File: src/rtl/core/sdi_pkg.sv
// Shared constants, types and helpers of the sample derivative / integral unit.
package sdi_pkg;

  localparam int FRAC_BITS = 16;
  localparam int MUL_BITS  = 32;
  localparam int LO_W      = 32 + FRAC_BITS;
  localparam int B_W       = 33;
  localparam int H_W       = B_W + 1;
  localparam int CNT_W     = $clog2(LO_W + 1);
  localparam int PROD_W    = B_W + MUL_BITS;
  localparam int WIDE_W    = PROD_W + 1;
  localparam int SAT_W     = WIDE_W + 1;
  localparam int PADDR_W   = 5;

  localparam logic [CNT_W-1:0] ITER_DIV = CNT_W'(LO_W);
  localparam logic [CNT_W-1:0] ITER_MOD = CNT_W'(32);
  localparam logic [CNT_W-1:0] ITER_MUL = CNT_W'(MUL_BITS);

  localparam logic [1:0] MODE_PASS  = 2'd0;
  localparam logic [1:0] MODE_DERIV = 2'd1;
  localparam logic [1:0] MODE_TRAP  = 2'd2;
  localparam logic [1:0] MODE_SUM   = 2'd3;

  localparam logic [2:0] REG_MODE   = 3'd0;
  localparam logic [2:0] REG_WRAP   = 3'd1;
  localparam logic [2:0] REG_RANGE  = 3'd2;
  localparam logic [2:0] REG_GAIN   = 3'd3;
  localparam logic [2:0] REG_OFFSET = 3'd4;

  localparam logic signed [SAT_W-1:0] SAT_HI = {{(SAT_W-31){1'b0}}, {31{1'b1}}};
  localparam logic signed [SAT_W-1:0] SAT_LO = {{(SAT_W-31){1'b1}}, {31{1'b0}}};

  typedef enum logic {
    OP_MUL = 1'b0,
    OP_DIV = 1'b1
  } sdi_op_e;

  typedef struct packed {
    logic             start;
    sdi_op_e          op;
    logic [CNT_W-1:0] iters;
  } sdi_req_t;

  function automatic logic signed [31:0] sat32(input logic signed [SAT_W-1:0] x);
    logic signed [31:0] r;
    if (x > SAT_HI) begin
      r = 32'sh7fff_ffff;
    end else if (x < SAT_LO) begin
      r = 32'sh8000_0000;
    end else begin
      r = x[31:0];
    end
    return r;
  endfunction

endpackage

File: src/rtl/core/sdi_shift_unit.sv
// Shared shift-add multiplier and restoring divider, one bit per cycle.
module sdi_shift_unit import sdi_pkg::*; (
  input  logic             clk_i,
  input  logic             rst_ni,
  input  sdi_req_t         req_i,
  input  logic [LO_W-1:0]  a_i,
  input  logic [B_W-1:0]   b_i,
  output logic             done_o,
  output logic [H_W-1:0]   hi_o,
  output logic [LO_W-1:0]  lo_o
);

  logic             busy_q;
  logic             done_q;
  logic [CNT_W-1:0] cnt_q;
  sdi_op_e          op_q;
  logic [H_W-1:0]   hi_q, hi_d;
  logic [LO_W-1:0]  lo_q, lo_d;
  logic [B_W-1:0]   b_q;

  logic [H_W-1:0]   rem_sh;
  logic [H_W-1:0]   opa, opb;
  logic             cin;
  logic [H_W:0]     sum;

  always_comb begin
    rem_sh = {hi_q[B_W-1:0], lo_q[LO_W-1]};
    if (op_q == OP_DIV) begin
      opa = rem_sh;
      opb = ~{1'b0, b_q};
      cin = 1'b1;
    end else begin
      opa = hi_q;
      opb = lo_q[0] ? {1'b0, b_q} : '0;
      cin = 1'b0;
    end
    sum = {1'b0, opa} + {1'b0, opb} + (H_W+1)'(cin);
    if (op_q == OP_DIV) begin
      hi_d = sum[H_W] ? sum[H_W-1:0] : rem_sh;
      lo_d = {lo_q[LO_W-2:0], sum[H_W]};
    end else begin
      hi_d = {1'b0, sum[H_W-1:1]};
      lo_d = {sum[0], lo_q[LO_W-1:1]};
    end
  end

  always_ff @(posedge clk_i or negedge rst_ni) begin
    if (!rst_ni) begin
      busy_q <= 1'b0;
      done_q <= 1'b0;
      cnt_q  <= '0;
      op_q   <= OP_MUL;
    end else begin
      done_q <= 1'b0;
      if (req_i.start) begin
        busy_q <= 1'b1;
        cnt_q  <= req_i.iters;
        op_q   <= req_i.op;
      end else if (busy_q) begin
        cnt_q <= cnt_q - CNT_W'(1);
        if (cnt_q == CNT_W'(1)) begin
          busy_q <= 1'b0;
          done_q <= 1'b1;
        end
      end
    end
  end

  always_ff @(posedge clk_i) begin
    if (req_i.start) begin
      hi_q <= '0;
      lo_q <= a_i;
      b_q  <= b_i;
    end else if (busy_q) begin
      hi_q <= hi_d;
      lo_q <= lo_d;
    end
  end

  assign done_o = done_q;
  assign hi_o   = hi_q;
  assign lo_o   = lo_q;

endmodule

File: src/rtl/core/sample_derivative_integral_unit.sv
// Top level of the sample derivative / integral unit.
// One timestamped Q16.16 sample per transfer in, one result per transfer out.
// The unit takes one item at a time: s_axis_tready is high only while idle,
// and stays low until the result transfer on m_axis completes. All heavy
// arithmetic runs on one shared shift-add/subtract unit, one bit per cycle:
// the multiplications and the derivative division. An angle wrap adds
// a modulo plus a fix-up step. Invalid results skip the scaling
// multiplication. Writing transform_mode restarts the history.
module sample_derivative_integral_unit import sdi_pkg::*; (
  input  logic               clk_i,
  input  logic               rst_ni,
  input  logic               s_axis_tvalid,
  output logic               s_axis_tready,
  input  logic [63:0]        s_axis_tdata,  // sample[31:0], sample_time[63:32]
  input  logic [1:0]         s_axis_tuser,  // sample_ok[0], first_sample[1]
  output logic               m_axis_tvalid,
  input  logic               m_axis_tready,
  output logic [63:0]        m_axis_tdata,  // result_value[31:0], scaled_value[63:32]
  output logic               m_axis_tuser,  // result_valid
  input  logic               psel,
  input  logic               penable,
  input  logic               pwrite,
  input  logic [PADDR_W-1:0] paddr,
  input  logic [31:0]        pwdata,
  output logic [31:0]        prdata,
  output logic               pready
);

  typedef enum logic [12:0] {
    S_IDLE      = 13'b0000000000001,
    S_PREP      = 13'b0000000000010,
    S_WRAP      = 13'b0000000000100,
    S_FOLD      = 13'b0000000001000,
    S_CALC      = 13'b0000000010000,
    S_DIVIDE    = 13'b0000000100000,
    S_PRODUCT   = 13'b0000001000000,
    S_ACCUM     = 13'b0000010000000,
    S_SCALE_GO  = 13'b0000100000000,
    S_SCALE     = 13'b0001000000000,
    S_SCALE_ADD = 13'b0010000000000,
    S_FINISH    = 13'b0100000000000,
    S_OUT       = 13'b1000000000000
  } state_e;

  state_e state_q, state_d;

  // configuration
  logic [1:0]         mode_q;
  logic               wrap_q;
  logic [30:0]        range_q;
  logic signed [31:0] gain_q;
  logic signed [31:0] offset_q;

  // history
  logic signed [31:0] last_raw_q;
  logic               last_raw_ok_q;
  logic signed [31:0] last_res_q;
  logic               last_res_ok_q;
  logic [31:0]        last_time_q;

  // item in flight
  logic signed [31:0]       raw_q;
  logic                     ok_q;
  logic                     first_q;
  logic [31:0]              time_q;
  logic signed [32:0]       dt_q;
  logic signed [32:0]       diff_q, diff_d;
  logic                     neg_q, neg_d;
  logic signed [31:0]       res_q, res_d;
  logic                     valid_q, valid_d;
  logic signed [31:0]       scaled_q, scaled_d;
  logic signed [WIDE_W-1:0] wide_q, wide_d;
  logic                     commit;

  // shared unit
  sdi_req_t        req;
  logic [LO_W-1:0] op_a;
  logic [B_W-1:0]  op_b;
  logic            u_done;
  logic [H_W-1:0]  u_hi;
  logic [LO_W-1:0] u_lo;

  logic                     accept;
  logic                     cfg_wr;
  logic [2:0]               reg_idx;
  logic signed [31:0]       s_sample;
  logic signed [32:0]       s_diff;
  logic signed [32:0]       diff_neg, dt_neg;
  logic [31:0]              diff_mag, dt_mag;
  logic signed [33:0]       s_sum, s_neg;
  logic [32:0]              s_mag;
  logic signed [34:0]       sum3;
  logic signed [32:0]       res_ext, res_neg;
  logic [31:0]              res_mag;
  logic signed [32:0]       gain_ext, gain_neg;
  logic [31:0]              gain_mag;
  logic [PROD_W-1:0]        prod;
  logic signed [WIDE_W-1:0] prod_ext, prod_s;
  logic [30:0]              m_rem, m_fix;
  logic [31:0]              q_neg;
  logic                     q_over_pos, q_over_neg;
  logic signed [31:0]       div_res;
  logic signed [SAT_W-1:0]  acc_sum, scl_sum;

  assign accept   = s_axis_tvalid & s_axis_tready;
  assign cfg_wr   = psel & penable & pwrite & pready;
  assign reg_idx  = paddr[PADDR_W-1:2];
  assign s_sample = s_axis_tdata[31:0];
  assign s_diff   = 33'(s_sample) - 33'(last_raw_q);

  assign diff_neg = -diff_q;
  assign diff_mag = diff_q[32] ? diff_neg[31:0] : diff_q[31:0];
  assign dt_neg   = -dt_q;
  assign dt_mag   = dt_q[32] ? dt_neg[31:0] : dt_q[31:0];

  assign s_sum = (last_res_ok_q && wrap_q)
               ? 34'(last_raw_q) + 34'(last_raw_q) + 34'(diff_q)
               : 34'(last_raw_q) + 34'(raw_q);
  assign s_neg = -s_sum;
  assign s_mag = s_sum[33] ? s_neg[32:0] : s_sum[32:0];

  always_comb begin
    if (first_q || !last_raw_ok_q) begin
      sum3 = 35'(raw_q);
    end else if (last_res_ok_q) begin
      sum3 = wrap_q ? 35'(last_res_q) + 35'(last_raw_q) + 35'(diff_q)
                    : 35'(last_res_q) + 35'(raw_q);
    end else begin
      sum3 = 35'(last_raw_q) + 35'(raw_q);
    end
  end

  assign res_ext  = 33'(res_q);
  assign res_neg  = -res_ext;
  assign res_mag  = res_q[31] ? res_neg[31:0] : res_ext[31:0];
  assign gain_ext = 33'(gain_q);
  assign gain_neg = -gain_ext;
  assign gain_mag = gain_q[31] ? gain_neg[31:0] : gain_ext[31:0];

  assign prod     = {u_hi[B_W-1:0], u_lo[LO_W-1 -: MUL_BITS]};
  assign prod_ext = $signed({1'b0, prod});
  assign prod_s   = neg_q ? -prod_ext : prod_ext;

  // remainder fix-up for a negative difference
  assign m_rem = u_hi[30:0];
  assign m_fix = (neg_q && (m_rem != '0)) ? range_q - m_rem : m_rem;

  // quotient magnitude to saturated signed result
  assign q_over_pos = |u_lo[LO_W-1:31];
  assign q_over_neg = (|u_lo[LO_W-1:32]) || (u_lo[31] && (|u_lo[30:0]));
  assign q_neg      = -u_lo[31:0];
  always_comb begin
    if (neg_q) begin
      div_res = q_over_neg ? 32'sh8000_0000 : $signed(q_neg);
    end else begin
      div_res = q_over_pos ? 32'sh7fff_ffff : $signed(u_lo[31:0]);
    end
  end

  assign acc_sum = SAT_W'(wide_q >>> (FRAC_BITS + 1))
                 + (last_res_ok_q ? SAT_W'(last_res_q) : SAT_W'(0));
  assign scl_sum = SAT_W'(wide_q >>> FRAC_BITS) + SAT_W'(offset_q);

  always_comb begin
    state_d  = state_q;
    diff_d   = diff_q;
    neg_d    = neg_q;
    res_d    = res_q;
    valid_d  = valid_q;
    scaled_d = scaled_q;
    wide_d   = wide_q;
    commit   = 1'b0;
    req      = '0;
    op_a     = '0;
    op_b     = '0;
    case (state_q)
      S_IDLE: begin
        if (accept) begin
          diff_d  = s_diff;
          state_d = S_PREP;
        end
      end
      S_PREP: begin
        if (ok_q && wrap_q && (range_q != '0)) begin
          req.start = 1'b1;
          req.op    = OP_DIV;
          req.iters = ITER_MOD;
          op_a      = {diff_mag, {FRAC_BITS{1'b0}}};
          op_b      = B_W'(range_q);
          neg_d     = diff_q[32];
          state_d   = S_WRAP;
        end else begin
          state_d = S_CALC;
        end
      end
      S_WRAP: begin
        if (u_done) begin
          diff_d  = $signed({2'b00, m_fix});
          state_d = S_FOLD;
        end
      end
      S_FOLD: begin
        if ({diff_q[30:0], 1'b0} > {1'b0, range_q}) begin
          diff_d = $signed({2'b00, diff_q[30:0]}) - $signed({2'b00, range_q});
        end
        state_d = S_CALC;
      end
      S_CALC: begin
        res_d    = '0;
        valid_d  = 1'b0;
        scaled_d = '0;
        if (!ok_q) begin
          state_d = S_FINISH;
        end else begin
          case (mode_q)
            MODE_PASS: begin
              res_d   = raw_q;
              valid_d = 1'b1;
              state_d = S_SCALE_GO;
            end
            MODE_DERIV: begin
              if (first_q || (dt_q == '0) || !last_raw_ok_q) begin
                state_d = S_FINISH;
              end else begin
                req.start = 1'b1;
                req.op    = OP_DIV;
                req.iters = ITER_DIV;
                op_a      = {diff_mag, {FRAC_BITS{1'b0}}};
                op_b      = {1'b0, dt_mag};
                neg_d     = diff_q[32] ^ dt_q[32];
                valid_d   = 1'b1;
                state_d   = S_DIVIDE;
              end
            end
            MODE_TRAP: begin
              valid_d = 1'b1;
              if (first_q || !last_raw_ok_q) begin
                state_d = S_SCALE_GO;
              end else begin
                req.start = 1'b1;
                req.op    = OP_MUL;
                req.iters = ITER_MUL;
                op_a      = LO_W'(dt_mag);
                op_b      = s_mag;
                neg_d     = s_sum[33] ^ dt_q[32];
                state_d   = S_PRODUCT;
              end
            end
            MODE_SUM: begin
              res_d   = sat32(SAT_W'(sum3));
              valid_d = 1'b1;
              state_d = S_SCALE_GO;
            end
            default: begin
              state_d = S_FINISH;
            end
          endcase
        end
      end
      S_DIVIDE: begin
        if (u_done) begin
          res_d   = div_res;
          state_d = S_SCALE_GO;
        end
      end
      S_PRODUCT: begin
        if (u_done) begin
          wide_d  = prod_s;
          state_d = S_ACCUM;
        end
      end
      S_ACCUM: begin
        res_d   = sat32(acc_sum);
        state_d = S_SCALE_GO;
      end
      S_SCALE_GO: begin
        req.start = 1'b1;
        req.op    = OP_MUL;
        req.iters = ITER_MUL;
        op_a      = LO_W'(res_mag);
        op_b      = B_W'(gain_mag);
        neg_d     = res_q[31] ^ gain_q[31];
        state_d   = S_SCALE;
      end
      S_SCALE: begin
        if (u_done) begin
          wide_d  = prod_s;
          state_d = S_SCALE_ADD;
        end
      end
      S_SCALE_ADD: begin
        scaled_d = sat32(scl_sum);
        state_d  = S_FINISH;
      end
      S_FINISH: begin
        commit  = 1'b1;
        state_d = S_OUT;
      end
      S_OUT: begin
        if (m_axis_tready) begin
          state_d = S_IDLE;
        end
      end
      default: begin
        state_d = S_IDLE;
      end
    endcase
  end

  sdi_shift_unit u_shift (
    .clk_i  (clk_i),
    .rst_ni (rst_ni),
    .req_i  (req),
    .a_i    (op_a),
    .b_i    (op_b),
    .done_o (u_done),
    .hi_o   (u_hi),
    .lo_o   (u_lo)
  );

  always_ff @(posedge clk_i or negedge rst_ni) begin
    if (!rst_ni) begin
      state_q <= S_IDLE;
    end else begin
      state_q <= state_d;
    end
  end

  always_ff @(posedge clk_i) begin
    if (accept) begin
      raw_q   <= s_sample;
      ok_q    <= s_axis_tuser[0];
      first_q <= s_axis_tuser[1];
      time_q  <= s_axis_tdata[63:32];
      dt_q    <= $signed({1'b0, s_axis_tdata[63:32]}) - $signed({1'b0, last_time_q});
    end
    diff_q   <= diff_d;
    neg_q    <= neg_d;
    res_q    <= res_d;
    valid_q  <= valid_d;
    scaled_q <= scaled_d;
    wide_q   <= wide_d;
  end

  always_ff @(posedge clk_i or negedge rst_ni) begin
    if (!rst_ni) begin
      mode_q        <= MODE_PASS;
      wrap_q        <= 1'b0;
      range_q       <= 31'd411775;
      gain_q        <= 32'sd65536;
      offset_q      <= '0;
      last_raw_q    <= '0;
      last_raw_ok_q <= 1'b0;
      last_res_q    <= '0;
      last_res_ok_q <= 1'b0;
      last_time_q   <= '0;
    end else begin
      if (commit) begin
        last_raw_q    <= ok_q ? raw_q : '0;
        last_raw_ok_q <= ok_q;
        last_res_q    <= res_q;
        last_res_ok_q <= valid_q;
        last_time_q   <= time_q;
      end
      if (cfg_wr) begin
        case (reg_idx)
          REG_MODE: begin
            mode_q        <= pwdata[1:0];
            last_raw_q    <= '0;
            last_raw_ok_q <= 1'b0;
            last_res_q    <= '0;
            last_res_ok_q <= 1'b0;
          end
          REG_WRAP:   wrap_q   <= pwdata[0];
          REG_RANGE:  range_q  <= pwdata[30:0];
          REG_GAIN:   gain_q   <= pwdata;
          REG_OFFSET: offset_q <= pwdata;
          default: ;
        endcase
      end
    end
  end

  always_comb begin
    case (reg_idx)
      REG_MODE:   prdata = {30'b0, mode_q};
      REG_WRAP:   prdata = {31'b0, wrap_q};
      REG_RANGE:  prdata = {1'b0, range_q};
      REG_GAIN:   prdata = gain_q;
      REG_OFFSET: prdata = offset_q;
      default:    prdata = '0;
    endcase
  end

  assign pready        = 1'b1;
  assign s_axis_tready = (state_q == S_IDLE);
  assign m_axis_tvalid = (state_q == S_OUT);
  assign m_axis_tdata  = {scaled_q, res_q};
  assign m_axis_tuser  = valid_q;

endmodule

File: config.mk
export PLATFORM = sky130hd
export DESIGN_NAME = sample_derivative_integral_unit
export DESIGN_NICKNAME = d
export VERILOG_FILES = /design/src/rtl/core/sdi_pkg.sv /design/src/rtl/core/sdi_shift_unit.sv /design/src/rtl/core/sample_derivative_integral_unit.sv
export SDC_FILE = /design/constraint.sdc
export NUM_CORES = 2
export LEC_CHECK = 0
export BUFFER_PORTS_ARGS = -buffer_cell sky130_fd_sc_hd__buf_2
export CELL_PAD_IN_SITES_DETAIL_PLACEMENT = 1
export CELL_PAD_IN_SITES_GLOBAL_PLACEMENT = 2
export CORE_AREA = 4 4 414 416
export DETAILED_ROUTE_END_ITERATION = 8
export DIE_AREA = 0 0 418 420
export PLACE_DENSITY_LB_ADDON = 0.12
export SETUP_SLACK_MARGIN = 0.05
export SYNTH_ARGS = -nofsm -noshare
export SYNTH_HDL_FRONTEND = slang
export SYNTH_SLANG_ARGS = --single-unit
File: constraint.sdc
create_clock -name clk_i -period 10 [get_ports clk_i]
set_clock_uncertainty 0.05 [all_clocks]
set_input_delay 0.5 -clock clk_i [delete_from_list [all_inputs] [get_ports clk_i]]
set_output_delay 0.5 -clock clk_i [all_outputs]
set_load 0.005 [all_outputs]
==> impl_metrics.yaml <==
run_status:
  status: "finished clean"
worst_hold_path:
  hold_class: "input port to flip-flop"
  whs_endpoint: "raw_q[31]$_DFFE_PP_"
  min_path_cells: 1
  hold_start: "s_axis_tdata[31]"
global_route:
  grt_pass1_vias: 52100
  overflow: 0
  antenna_found_initial: 21
  grt_usage: 0.316
  grt_max_degree: 69
  grt_pass1_wl_um: 398000
critical_path:
  r2r_start: "u_shift.op_q$_DFFE_PN0P_"
  path_buf_inv: 4
  cp_top_family: "compound AO/OA/AOI/OAI gates"
  r2r_cells: 18
  critPathKind: "flip-flop to flip-flop"
  cp.arrival_ps: 6780
  cp-end-kind: "flip-flop"
  crit_fanout: 64
  cp_cell_sequence: "inv_1 -> buf_4 -> o21ai_0 -> fa_1 -> a211oi_1 -> o21bai_1 -> o211ai_1 -> a21oi_1 -> o21ai_0 -> a211oi_1 -> o21ai_0 -> and2_1 -> buf_4 -> o22ai_1 -> buf_4 -> mux2_2 -> o211ai_1 -> a21oi_1"
  worst_setup_path_start_kind: "flip-flop"
  slowest_delay_ps: 720
  rrSetupSlack_ps: 3720
  crit_required_ps: 10500
  slowest_stage: "dfrtp_4"
  timing.rr.end: "u_shift.hi_o[24]$_SDFFE_PP0P_"
synthesis:
  ys_seq_area_frac: 0.300
  synthesis.area_mm2: 0.0534
  synth_area_leaders: "edfxtp_1, ha_1, dfrtp_1, o21ai_0, xnor2_1"
  synth_top_area_frac: 0.185
  synth_top_family_by_area: "compound AO/OA/AOI/OAI gates"
  synthFlopType: "edfxtp_1"
  synthAdderAreaFrac: 0.117
  ys_ff_latch: 581
  syn-mean-instance-area_um2: 8.44
  synth_area_leader_cell: "edfxtp_1"
  yosys.area_share.simple: 0.171
  muxShareOfSynthArea: 0.0359
  synth_edf_count: 329
  synthCells: 6327
  async_reset_ff_frac: 0.375
  synth_nets: 6908
  yosys_warnings: 0
  post_synth_xor_area_fraction: 0.0868
  synth_cell_type_count: 94
  synth-compound-area-share: 0.249
cells_and_area:
  drive_gt1_frac: 0.0954
  mostFrequentLayoutCells: "nand2_1, o21ai_0, a21oi_1"
  layout_commonest_cell: "nand2_1"
  area_delta_synth_final_pct: 13.6
  finalNonFillerCells: 8803
  finalNetCount: 7107
floorplanning:
  coreArea_mm2: 0.167
  pin_count: 210
  die_area_mm2: 0.176
  fp-row-count: 150
  dieWidth_um: 418
  die_y_um: 420
  initial_core_util: 0.319
clock_network:
  clock_path_buffers: 3
  clkTransAtPathRegs_ps: 60
  cts_buffers: 79
  cts_tree: "built"
  clock_latency_ps: 730
  cts_sinks: 581
  htreeDepth: 3
  cts_root_buf: "clkbuf_16"
sta:
  worst_slew_pin_slew_ps: 1330
  final-max-slew-violation-count: 0
  rsz0062_at_grt: "no"
  hold_violations: 0
  setup_viol: 0
  tns_ps: 0
  max_freq_mhz: 159
  fin_crit_ps: 6280
  post-route-period-util: 0.628
  slew_headroom: 0.104
routing:
  drc: 0
  antenna_left: 0
  totalWireLength_um: 284000
  drt_iter0_markers: 5080
  viasPerCell: 5.98
  drtPass1Iterations: 8
  vias: 52700
  post_drt_wl_per_cell_um: 32.2
run:
  drv_cap: 0
power_and_ir_drop:
  leakage_nw: 24.8
  ir_worst_vdd_uv: 201
  cellPowerDensity_mw_per_mm2: 387
place:
  place.gp.congestion: 1.02
  dp_cells: 8572
  hpwl_um: 232000
  port_buffers: 206
## cell families (layout without fill, tap and decap cells)
logic type | count (synthesis) | after routing
compound gates | 2097 | 2097
simple gates | 1904 | 1904
flops | 581 | 581
buf+inv | 563 | 829
xor+xnor | 529 | 529
fa+ha+maj | 471 | 471
mux | 181 | 181
other cells | 1 | 7
## worst max-delay path by stage
stage / end / cells past startpoint / startpoint
2_1_floorplan: diff_q[0]$_DFFE_PP_ / 11 / range_q[14]$_DFFE_PN1P_
3_3_place_gp: u_shift.hi_o[24]$_SDFFE_PP0P_ / 18 / u_shift.op_q$_DFFE_PN0P_
3_5_place_dp: u_shift.hi_o[24]$_SDFFE_PP0P_ / 18 / u_shift.op_q$_DFFE_PN0P_
4_1_cts: u_shift.hi_o[24]$_SDFFE_PP0P_ / 18 / u_shift.op_q$_DFFE_PN0P_
5_1_grt: u_shift.hi_o[9]$_SDFFE_PP0P_ / 16 / u_shift.op_q$_DFFE_PN0P_
6_report: u_shift.hi_o[24]$_SDFFE_PP0P_ / 18 / u_shift.op_q$_DFFE_PN0P_
## registers in the layout (all words and copies together), names as in the netlist, 2 cells and up
register       count
mode_q             2
last_res_q        32
last_raw_q        32
u_shift.cnt_q      6
range_q           31
diff_q            33
u_shift.b_q       33
last_time_q       32
time_q            32
u_shift.hi_o      34
raw_q             32
state_q           13
dt_q              33
res_q             32
u_shift.lo_o      48
gain_q            32
wide_q            50
offset_q          32
scaled_q          32
## power by group
part / switching [mW] / leakage [nW] / internal [mW]
combinational: 9.93 / 17.5 / 5.39
clock: 1.28 / 1.31 / 1.80
sequential: 1.61 / 6.06 / 3.47
total: 12.8 / 24.8 / 10.7
## stage by stage
step	hold slack [ps]	util	power, mW	setup slack (ps)	area [um^2]
floorplan	154	-	14.0	2210	53400
global placement	379	0.342	19.8	3790	57200
detailed placement	390	0.342	20.0	3800	57200
CTS	1.79	0.363	23.2	3750	60600
global route	12.5	0.363	24.8	3380	60600
finish	57.5	0.363	23.5	3720	60600
## cell usage after synthesis, types with 52 or more instances
| cell | number |
|---|---|
| nor3_1 | 121 |
| clkbuf_1 | 260 |
| nand4_1 | 70 |
| xnor2_1 | 324 |
| a21o_1 | 183 |
| a21oi_1 | 523 |
| nand3_1 | 125 |
| mux2i_1 | 105 |
| inv_1 | 276 |
| a211oi_1 | 83 |
| o211ai_1 | 83 |
| and3_1 | 55 |
| xor2_1 | 205 |
| or3_1 | 69 |
| nand2_1 | 713 |
| nor2b_1 | 52 |
| o21a_1 | 56 |
| dfrtp_1 | 205 |
| mux2_2 | 75 |
| ha_1 | 426 |
| a31oi_1 | 60 |
| nor4_1 | 58 |
| nand2b_1 | 78 |
| edfxtp_1 | 329 |
| and2_1 | 76 |
| nor2_1 | 360 |
| o21ai_0 | 591 |
| o31ai_1 | 73 |
## per-layer routing
metal  GRT usage  up-vias  wire [um]
li1            -    23800          -
met2       0.493     1732     124000
met3      0.0532      452      19100
met1       0.429    26600     125000
met4       0.142       14      15900
met5           0        -         92
## cell type report
cell class / count / area [um^2]
clock inverters: 44 / 568
inverters: 279 / 1050
repair buffers: 402 / 2710
well taps: 2204 / 2760
flip-flops and latches: 581 / 16000
multi-input cells: 5183 / 35400
clock buffers: 104 / 2130
diodes: 6 / 15.0
fillers: 19600 / 107000
## repair_timing
action	4_1_cts	5_1_grt
buffers inserted	0	0
hold buffers	77	0
resized for setup	0	0
endpoints found under the hold margin	135	0
Note: power is estimated with default switching activity, not from simulation.
